### src/rtl/ava_pkg.sv
// Shared types and constants for the audio voice allocator.
package ava_pkg;

  // Number of mixer channels, one storage cell per channel.
  localparam int unsigned CHANNEL_COUNT = 8;
  localparam int unsigned IDX_W = (CHANNEL_COUNT > 1) ? $clog2(CHANNEL_COUNT) : 1;

  // Field widths fixed by the interface.
  localparam int unsigned PRIO_W = 8;
  localparam int unsigned TIME_W = 32;
  localparam int unsigned MASK_W = 8;
  localparam int unsigned CHAN_W = 3;

  // Channels that have a busy bit in the request mask.
  localparam int unsigned MASKED_COUNT = (CHANNEL_COUNT < MASK_W) ? CHANNEL_COUNT : MASK_W;

  // Contents of one channel cell.
  typedef struct packed {
    logic [PRIO_W-1:0] prio;
    logic [TIME_W-1:0] start_time;
  } voice_t;

  // Control for one cell: rotate the ring or load a new voice.
  typedef struct packed {
    logic shift;
    logic load;
  } cell_ctrl_t;

  // Sequencer states.
  typedef enum logic [1:0] {
    ST_IDLE,
    ST_SCAN,
    ST_WRITE
  } state_e;

endpackage

### src/rtl/audio_voice_allocator.sv
// Top level of the audio voice allocator: channel ring and scan sequencer.
//
// Usage: drive request_priority_i, now_time_i and busy_mask_i and raise
// start. The item is taken at a rising edge where start is high and
// busy is low. Each item gives exactly one result, shown on
// chosen_channel_o and stole_voice_o for one cycle with done_o high.
// If a channel is idle, the lowest-indexed idle one is chosen and the item
// goes straight to write-back, where the result is registered. If every
// channel is busy, the stored voices rotate once round the ring of
// CHANNEL_COUNT cells, one cell a cycle, past a single comparator at the head,
// which keeps the lowest priority and then the oldest start time; write-back
// follows the last channel. busy is high from acceptance until the chosen
// cell has been written; the rotation sets the worst-case throughput.
// Reset clears every stored priority and start time to zero and leaves the
// block idle. The receiver cannot stall: each result is held for one cycle
// only, and a new item may be accepted in the cycle that shows a result.
module audio_voice_allocator (
  input  logic                       clk_i,
  input  logic                       rst_ni,
  input  logic                       start,
  output logic                       busy,
  input  logic [ava_pkg::PRIO_W-1:0] request_priority_i,
  input  logic [ava_pkg::TIME_W-1:0] now_time_i,
  input  logic [ava_pkg::MASK_W-1:0] busy_mask_i,
  output logic                       done_o,
  output logic [ava_pkg::CHAN_W-1:0] chosen_channel_o,
  output logic                       stole_voice_o
);

  localparam int unsigned N = ava_pkg::CHANNEL_COUNT;

  ava_pkg::state_e state_q, state_d;
  logic [ava_pkg::IDX_W-1:0] cnt_q, cnt_d;
  logic [ava_pkg::IDX_W-1:0] pick_q, pick_d;
  logic                      have_q, have_d;
  logic                      stole_q, stole_d;
  ava_pkg::voice_t           req_q, req_d;
  ava_pkg::voice_t           best_q, best_d;
  logic                      done_q, done_d;
  logic [ava_pkg::CHAN_W-1:0] chan_q, chan_d;
  logic                      stole_out_q, stole_out_d;

  ava_pkg::voice_t    cell_voice [N];
  ava_pkg::cell_ctrl_t cell_ctrl [N];

  logic                      accept;
  logic                      idle_found;
  logic [ava_pkg::IDX_W-1:0] idle_idx;

  assign accept = start && !busy;
  assign busy   = (state_q != ava_pkg::ST_IDLE);

  // Ring of channel cells; each cell takes the voice of the next one up.
  for (genvar g = 0; g < N; g++) begin : g_cell
    ava_cell u_cell (
      .clk_i   (clk_i),
      .rst_ni  (rst_ni),
      .ctrl_i  (cell_ctrl[g]),
      .ring_i  (cell_voice[(g + 1) % N]),
      .load_i  (req_q),
      .voice_o (cell_voice[g])
    );
  end

  // Cell controls: rotate during the scan, load the chosen cell at write-back.
  always_comb begin
    for (int i = 0; i < N; i++) begin
      cell_ctrl[i].shift = (state_q == ava_pkg::ST_SCAN);
      cell_ctrl[i].load  = (state_q == ava_pkg::ST_WRITE) &&
                           (pick_q == ava_pkg::IDX_W'(i));
    end
  end

  // Lowest-indexed idle channel among those that have a mask bit.
  always_comb begin
    idle_found = 1'b0;
    idle_idx   = '0;
    for (int i = ava_pkg::MASKED_COUNT - 1; i >= 0; i--) begin
      if (!busy_mask_i[i]) begin
        idle_found = 1'b1;
        idle_idx   = ava_pkg::IDX_W'(i);
      end
    end
  end

  // Sequencer: next state, scan comparison and result.
  always_comb begin
    state_d     = state_q;
    cnt_d       = cnt_q;
    pick_d      = pick_q;
    have_d      = have_q;
    stole_d     = stole_q;
    req_d       = req_q;
    best_d      = best_q;
    done_d      = 1'b0;
    chan_d      = chan_q;
    stole_out_d = stole_out_q;
    unique case (state_q)
      ava_pkg::ST_IDLE: begin
        if (accept) begin
          req_d.prio       = request_priority_i;
          req_d.start_time = now_time_i;
          cnt_d            = '0;
          have_d           = 1'b0;
          pick_d           = idle_idx;
          stole_d          = !idle_found;
          state_d          = idle_found ? ava_pkg::ST_WRITE : ava_pkg::ST_SCAN;
        end
      end
      ava_pkg::ST_SCAN: begin
        // The head cell shows channel cnt_q; strict compare keeps the lowest index.
        if (!have_q || ({cell_voice[0].prio, cell_voice[0].start_time} <
                        {best_q.prio, best_q.start_time})) begin
          best_d = cell_voice[0];
          pick_d = cnt_q;
          have_d = 1'b1;
        end
        cnt_d = cnt_q + 1'b1;
        if (cnt_q == ava_pkg::IDX_W'(N - 1)) begin
          state_d = ava_pkg::ST_WRITE;
        end
      end
      ava_pkg::ST_WRITE: begin
        done_d      = 1'b1;
        chan_d      = ava_pkg::CHAN_W'(pick_q);
        stole_out_d = stole_q;
        state_d     = ava_pkg::ST_IDLE;
      end
      default: begin
        state_d = ava_pkg::ST_IDLE;
      end
    endcase
  end

  // Control registers.
  always_ff @(posedge clk_i or negedge rst_ni) begin
    if (!rst_ni) begin
      state_q <= ava_pkg::ST_IDLE;
      cnt_q   <= '0;
      have_q  <= 1'b0;
      done_q  <= 1'b0;
    end else begin
      state_q <= state_d;
      cnt_q   <= cnt_d;
      have_q  <= have_d;
      done_q  <= done_d;
    end
  end

  // Payload registers.
  always_ff @(posedge clk_i) begin
    pick_q      <= pick_d;
    stole_q     <= stole_d;
    req_q       <= req_d;
    best_q      <= best_d;
    chan_q      <= chan_d;
    stole_out_q <= stole_out_d;
  end

  assign done_o           = done_q;
  assign chosen_channel_o = chan_q;
  assign stole_voice_o    = stole_out_q;

  // A result strobe follows a write-back cycle and nothing else.
  a_done_after_write: assert property (@(posedge clk_i) disable iff (!rst_ni)
    done_o |-> $past(state_q == ava_pkg::ST_WRITE))
    else $error("result strobe without write-back");

  // A scan always ends in write-back after the last channel.
  a_scan_ends: assert property (@(posedge clk_i) disable iff (!rst_ni)
    (state_q == ava_pkg::ST_SCAN && cnt_q == ava_pkg::IDX_W'(N - 1))
      |=> state_q == ava_pkg::ST_WRITE)
    else $error("scan did not end in write-back");

  // Write-back after a scan always has a candidate.
  a_write_has_pick: assert property (@(posedge clk_i) disable iff (!rst_ni)
    (state_q == ava_pkg::ST_WRITE && stole_q) |-> have_q)
    else $error("steal without a candidate");

  // An accepted item whose mask shows an idle channel goes straight to write-back.
  a_idle_direct: assert property (@(posedge clk_i) disable iff (!rst_ni)
    (accept && idle_found) |=> (state_q == ava_pkg::ST_WRITE && !stole_q))
    else $error("idle channel not taken directly");

endmodule

### src/rtl/ava_cell.sv
// One channel cell: stores a voice and passes it to its neighbour in the ring.
module ava_cell (
  input  logic                clk_i,
  input  logic                rst_ni,
  input  ava_pkg::cell_ctrl_t ctrl_i,
  input  ava_pkg::voice_t     ring_i,
  input  ava_pkg::voice_t     load_i,
  output ava_pkg::voice_t     voice_o
);

  ava_pkg::voice_t voice_q, voice_d;

  // A load takes the new voice; a shift takes the neighbour's voice.
  always_comb begin
    voice_d = voice_q;
    if (ctrl_i.load) begin
      voice_d = load_i;
    end else if (ctrl_i.shift) begin
      voice_d = ring_i;
    end
  end

  always_ff @(posedge clk_i or negedge rst_ni) begin
    if (!rst_ni) begin
      voice_q <= '0;
    end else begin
      voice_q <= voice_d;
    end
  end

  assign voice_o = voice_q;

endmodule
### config.mk
export PLATFORM = sky130hd
export DESIGN_NAME = audio_voice_allocator
export DESIGN_NICKNAME = d
export VERILOG_FILES = /design/src/rtl/ava_pkg.sv /design/src/rtl/audio_voice_allocator.sv /design/src/rtl/ava_cell.sv
export SDC_FILE = /design/constraint.sdc
export NUM_CORES = 1
export LEC_CHECK = 0
export BUFFER_PORTS_ARGS = -buffer_cell sky130_fd_sc_hd__buf_2
export CORE_MARGIN = 2
export CORE_UTILIZATION = 55
export CTS_CLUSTER_SIZE = 12
export DETAILED_ROUTE_END_ITERATION = 16
export PLACE_DENSITY_LB_ADDON = 0.2
export SYNTH_ARGS = -nofsm -noshare
export SYNTH_HDL_FRONTEND = slang
export SYNTH_SLANG_ARGS = --single-unit
### constraint.sdc
create_clock -name clk_i -period 7.75 [get_ports clk_i]
set_clock_uncertainty 0.2 [all_clocks]
set_input_delay 0 -clock clk_i [delete_from_list [all_inputs] [get_ports clk_i]]
set_output_delay 0 -clock clk_i [all_outputs]
set_load 0.01 [all_outputs]
# Yosys cells after proc, flatten, opt, wreduce, memory -nomap -nowiden
# Index checks and enable logic that the tools add are counted.
# W data, S select, Z words.
dict set report word_totals {
  register_bits 415
  elab_cells 118
  out_inout_bits 6
}
dict set report op_classes {
  n_eq_ne 13
  add_sub_neg 1
  n_lt_le_gt_ge 1
  n_mux 45
  reduce_logical 30
}
# op n
set ops {}
lappend ops {{$mux W40} 16}
lappend ops {{$lt A40 B40 Y1} 1}
lappend ops {{$mux W3} 11}
lappend ops {{$reduce_bool A2 Y1} 10}
lappend ops {{$eq A3 B3 Y1 const B} 5}
lappend ops {{$pmux W3 S2} 2}
lappend ops {{$mux W1} 11}
lappend ops {{$logic_and A1 B1 Y1} 9}
lappend ops {{$reduce_and A2 Y1} 4}
lappend ops {{$eq A3 B2 Y1 const B} 2}
lappend ops {{$mux W2} 3}
lappend ops {{$ne A2 B1 Y1 const B} 2}
lappend ops {{$pmux W2 S2} 1}
lappend ops {{$add A3 B1 Y3 const B} 1}
lappend ops {{$eq A3 B1 Y1 const B} 1}
lappend ops {{$logic_not A1 Y1} 3}
lappend ops {{$logic_not A3 Y1} 1}
lappend ops {{$reduce_and A3 Y1} 1}
lappend ops {{$eq A2 B1 Y1 const B} 1}
lappend ops {{$eq A2 B2 Y1 const B} 1}
lappend ops {{$logic_not A2 Y1} 1}
lappend ops {{$ne A2 B2 Y1 const B} 1}
lappend ops {{$pmux W1 S2} 1}
lappend ops {{$logic_or A1 B1 Y1} 1}

# Logic depth before layout (Yosys ltp)
dict set report logic_depth {
  depth_word 11
  mapped_depth 8
  depth_no_buf 8
}

# Hierarchy
# Synthesis repeated with hierarchy kept, for this count alone.
dict set report unflattened {
  cells_unflattened 1690
  hier_area_um2 19293.5
}
# module cells_each seq_area_each_um2 area_per_inst_um2 n_inst
set modules_own_cells {}
lappend modules_own_cells {ava_cell 174 1001.0 1898.1 8}
lappend modules_own_cells {audio_voice_allocator 298 2817.7 4108.9 1}

# Worst setup path before layout
# No wires, ideal clock.
dict set report synth_timing {
  path_kind {register to register}
  startpoint {register g_cell[0].u_cell.voice_q, in the netlist g_cell[0].u_cell.voice_o[38]}
  endpoint {register best_q[0] (netlist name) (enable)}
  stages_incl_launch_ff 8
  arrival_time_ns 2.751
  required_time_ns 7.108
  path_buffers 0
  synth_period_minus_slack_ns 3.393
  slack_ns 4.357
  cell_sequence {dfrtp_1 -> ha_1 -> a21oi_1 -> nand2_1 -> a222oi_1 -> o2111a_1 -> o41ai_2 -> o21ai_1}
}
dict set report synth_via {
  elab_chain_cells 3
}
# item line_no
set synth_rtl {}
lappend synth_rtl {{from (decl)} ava_cell.sv:11} ;# ava_pkg::voice_t voice_q, voice_d;
lappend synth_rtl {{from (signal assigned)} ava_cell.sv:27} ;# voice_q <= voice_d;
lappend synth_rtl {{$lt A40 B40 Y1} audio_voice_allocator.sv:112} ;# if (!have_q || ({cell_voice[0].prio, cell_voice[0].start_time} <
lappend synth_rtl {{$logic_or A1 B1 Y1} audio_voice_allocator.sv:112}
lappend synth_rtl {{$reduce_and A2 Y1 (no line)} n/a}
lappend synth_rtl {{to (signal assigned)} audio_voice_allocator.sv:155} ;# best_q <= best_d;
lappend synth_rtl {{to (decl)} audio_voice_allocator.sv:38} ;# ava_pkg::voice_t best_q, best_d;
# Every way passes these cells.
# A chain may end at the register's enable or synchronous reset.

# Worst setup path in the final report
dict set report layout_timing {
  startpoint {register state_q[0]}
  endpoint {register g_cell[7].u_cell.voice_q, in the netlist g_cell[7].u_cell.voice_o[19]}
}
dict set report layout_via {
  elab_chain_cells 3
}
# item line_no
set layout_rtl {}
lappend layout_rtl {{from (decl)} audio_voice_allocator.sv:32} ;# ava_pkg::state_e state_q, state_d;
lappend layout_rtl {{from (signal assigned)} audio_voice_allocator.sv:138} ;# state_q <= ava_pkg::ST_IDLE;
lappend layout_rtl {{from (signal assigned)} audio_voice_allocator.sv:143} ;# state_q <= state_d;
lappend layout_rtl {{$eq A2 B2 Y1} audio_voice_allocator.sv:69} ;# cell_ctrl[i].load = (state_q == ava_pkg::ST_WRITE) &&
lappend layout_rtl {{$logic_and A1 B1 Y1} audio_voice_allocator.sv:69}
lappend layout_rtl {{$mux W40 or $reduce_bool A2 Y1 (tied branches)} n/a}
lappend layout_rtl {{to (signal assigned)} ava_cell.sv:27}
lappend layout_rtl {{to (decl)} ava_cell.sv:11}
# Parallel ways exist; a longest one is shown, timed or not.

==> flow_metrics.env <==
export IMPL_worstPathBufferInverterCount=2
export IMPL_core_um2=31560
export IMPL_cp_cell_sequence="nor2b_4, buf_4, nor2_4, buf_4, nand2_1, nand2_1"
export IMPL_cts_resized=0
export IMPL_critPathKind="reg2reg"
export IMPL_vias_per_cell=5.763
export IMPL_rows=65
export IMPL_report_final_hold_viol_count=0
export IMPL_p_clk_share_pct=35.5
export IMPL_p_comb_share_pct=11.1
export IMPL_cts_root_buffer="clkbuf_16"
export IMPL_drcViolationCount=0
export IMPL_post_cts_buffers=0
export IMPL_antennaDiodeCount=0
export IMPL_drive_above_1_share_pct=8.674
export IMPL_max_cap_violations=0
export IMPL_overflow=0
export IMPL_cts_sinks=415
export IMPL_hold_buffers=91
export IMPL_status="finished, final reports clean"
export IMPL_ant_nets=0
export IMPL_p_sw_share_pct=26.44
export IMPL_synth_area_um2=17610
export IMPL_track_usage_pct=25.60
export IMPL_finalSetupTns_ns=0
export IMPL_crit_arrival_ns=3.30
export IMPL_synth_top_flop_cell="dfrtp_1"
export IMPL_worst_r2r_cell_count=6
export IMPL_avgSynthCellArea_um2=10.20
export IMPL_crit_end="g_cell[7].u_cell.voice_o[19]"
export IMPL_hold_path_class="in2reg"
export IMPL_synthCells=1727
export IMPL_max_vdd_ir_drop_mv=0.1942
export IMPL_dieArea_um2=33470
export IMPL_slew_viol_final=0
export IMPL_start_util_pct=55.80
export IMPL_synth_edf_count=88
export IMPL_clk_pin_slew_worst_paths_ns=0.06
export IMPL_clk_latency_ns=0.53
export IMPL_first_global_vias=12750
export IMPL_rsz0062_at_grt="no"
export IMPL_die_h_um=182.9
export IMPL_path_max_fanout=80
export IMPL_fin_area_um2=20340
export IMPL_start_kind="register"
export IMPL_rrSetupSlack_ns=4.66
export IMPL_hold_start="now_time_i[21]"
export IMPL_post_synth_num_cell_types=34
export IMPL_drt_first_pass_iters=5
export IMPL_vias=12880
export IMPL_die_x_um=182.9
export IMPL_yosys_warnings=0
export IMPL_finalNetCount=1891
export IMPL_fmax_mhz=323.6
export IMPL_place_hpwl_um=21910
export IMPL_seqPwrFrac_pct=53.5
export IMPL_htree_levels=2
export IMPL_ys_seq_area_share_pct=61.48
export IMPL_r2r_start="state_q[0]"
export IMPL_cp_required_ns=7.96
export IMPL_async_flop_share_pct=78.80
export IMPL_crit_start="state_q[0]"
export IMPL_yosys_register_bits=415
export IMPL_r2r_end="g_cell[7].u_cell.voice_o[19]"
export IMPL_p_sw_mw=1.464
export IMPL_dpl_cell_area_um2=18070
export IMPL_fin_crit_ns=3.090
export IMPL_avgRoutedWirePerCell_um=18.74
export IMPL_tritoncts="yes"
export IMPL_fillers=2554
export IMPL_ctsLongestPathBuffers=3
export IMPL_io_buffers=56
export IMPL_grt_pass1_wl_um=68370
export IMPL_p_leak_nw=9.914
export IMPL_setup_violations_final=0
export IMPL_slew_headroom_pct=18.29
export IMPL_p_int_mw=4.073
export IMPL_cp_top_family="buffers and inverters"
export IMPL_max_stage_delay_ns=0.82
export IMPL_final_period_utilization_pct=39.87
export IMPL_gp_congestion=0.7821
export IMPL_wl_um=41880
export IMPL_cpMaxStageDelayCell="buf_4"
export IMPL_drt_iter0_drc=1118
export IMPL_worstMarginPinSlew_ns=1.223
export IMPL_cts_made_buffers=44
export IMPL_antenna_found_initial=0
export IMPL_power_density_nw_per_um2=272.3
export IMPL_syn_to_final_growth_pct=15.49
export IMPL_cp_num_cells=6
export IMPL_syn_num_nets=1819
export IMPL_boundaryPins=57
export IMPL_grt_max_degree=235
export IMPL_endpoint_kind="register"
[power by group through the flow]
stage,sequential (mW),clock (mW),combinational (mW)
2_1_floorplan,2.89,0,0.447
6_report,2.96,1.96,0.614
3_5_place_dp,2.99,0,0.584
3_3_place_gp,2.98,0,0.550
5_1_grt,3.02,2.08,0.726
4_1_cts,2.96,2.00,0.624
[per-stage QoR]
step                std cells  power [mW]  util (%)  setup WS [ns]  hold slack (ns)
floorplan                1727       3.338         -          4.357          -0.4956
global placement         2064       3.529     57.28          4.763         -0.09936
detailed placement       2064       3.574     57.28          4.686          -0.1075
CTS                      2235       5.582     64.45          4.660         0.008466
global route             2235       5.825     64.45          4.458         0.009660
finish                   2235       5.538     64.45          4.660          0.02398
[synthesized netlist by cell type, types with 2 or more instances]
cell | n | area (um2)
a21oi_1 | 18 | 90.09
a22oi_1 | 320 | 2402
buf_1 | 11 | 41.29
buf_2 | 92 | 460.4
clkbuf_1 | 39 | 146.4
dfrtp_1 | 327 | 8183
edfxtp_1 | 88 | 2643
ha_1 | 41 | 513.0
inv_1 | 44 | 165.2
nand2_1 | 673 | 2526
nand2b_1 | 5 | 31.28
nand3_1 | 8 | 40.04
nand4_1 | 3 | 18.77
nand4_2 | 2 | 25.02
nor2_1 | 24 | 90.09
nor2b_1 | 2 | 12.51
nor3_2 | 2 | 20.02
o21ai_0 | 9 | 45.04
o21ai_1 | 4 | 20.02
[area by class of cell]
type                       count  area [um2]  area share (%)
timing repair buffer         168        1401           6.891
clock buffer                  73        1301           6.398
clock inverter                 7       33.78          0.1661
tap                          402       503.0           2.473
inverter                      44       165.2          0.8121
sequential                   415       10830           53.23
multi-input combinational   1126        6107           30.03
[worst min-delay path by stage]
| stage | end | slack, ns | depth (start not counted) |
|---|---|---|---|
| after floorplan | cnt_q[0] | -0.50 | 0 |
| after global placement | g_cell[4].u_cell.voice_o[16] | -0.1 | 1 |
| after detailed placement | g_cell[4].u_cell.voice_o[16] | -0.11 | 1 |
| after CTS | req_q[21] | 0.008 | 2 |
| after global routing | req_q[21] | 0.01 | 2 |
| final | req_q[21] | 0.02 | 2 |
[registers in the layout (all words and copies together), names as in the netlist, 2 cells and up]
name                   count
g_cell.u_cell.voice_o    320
state_q                    2
pick_q                     3
req_q                     40
chosen_channel_o           3
best_q                    40
cnt_q                      3
[layer usage]
| layer | GRT usage [%] | up-vias | wire, um |
|---|---|---|---|
| li1 | - | 6065 | - |
| met1 | 35.60 | 6416 | 18540 |
| met2 | 42.59 | 323 | 20340 |
| met3 | 3.435 | 77 | 1961 |
| met4 | 7.328 | 0 | 1038 |
| met5 | 0 | - | 0 |
[layout by cell type (no fill, tap or decap), types with 2 or more instances in the layout]
cell	n
nand2_1	673
dfrtp_1	327
a22oi_1	320
dlygate4sd3_1	90
edfxtp_1	88
buf_2	55
clkbuf_16	45
inv_1	43
ha_1	41
clkbuf_1	21
buf_4	19
a21oi_1	18
nor2_4	14
nor2_1	10
o21ai_0	9
nand3_1	8
clkbuf_8	7
nand2b_1	5
clkinv_2	4
nand4_1	3
o21ai_1	3
nand4_2	2
nor3_4	2
clkinv_1	2
buf_12	2
[worst register-to-register path: cells and delay by family, from the launching register on]
| family | cells | cell delay (ns) |
|---|---|---|
| buf+inv | 2 | 1.19 |
| simple gates | 4 | 1.15 |
| flops | 1 | 0.42 |
[cell families (layout without fill, tap and decap cells)]
kind of cell | count (synthesis) | count (layout) | synth area share, %
AOI/OAI and AO/OA | 362 | 362 | 15.08
buffers and inverters | 186 | 292 | 4.618
adders and majority gates | 41 | 41 | 2.913
DFF | 415 | 415 | 61.48
and+or+nand+nor | 723 | 723 | 15.91
Power figures use the tool's default switching activity.
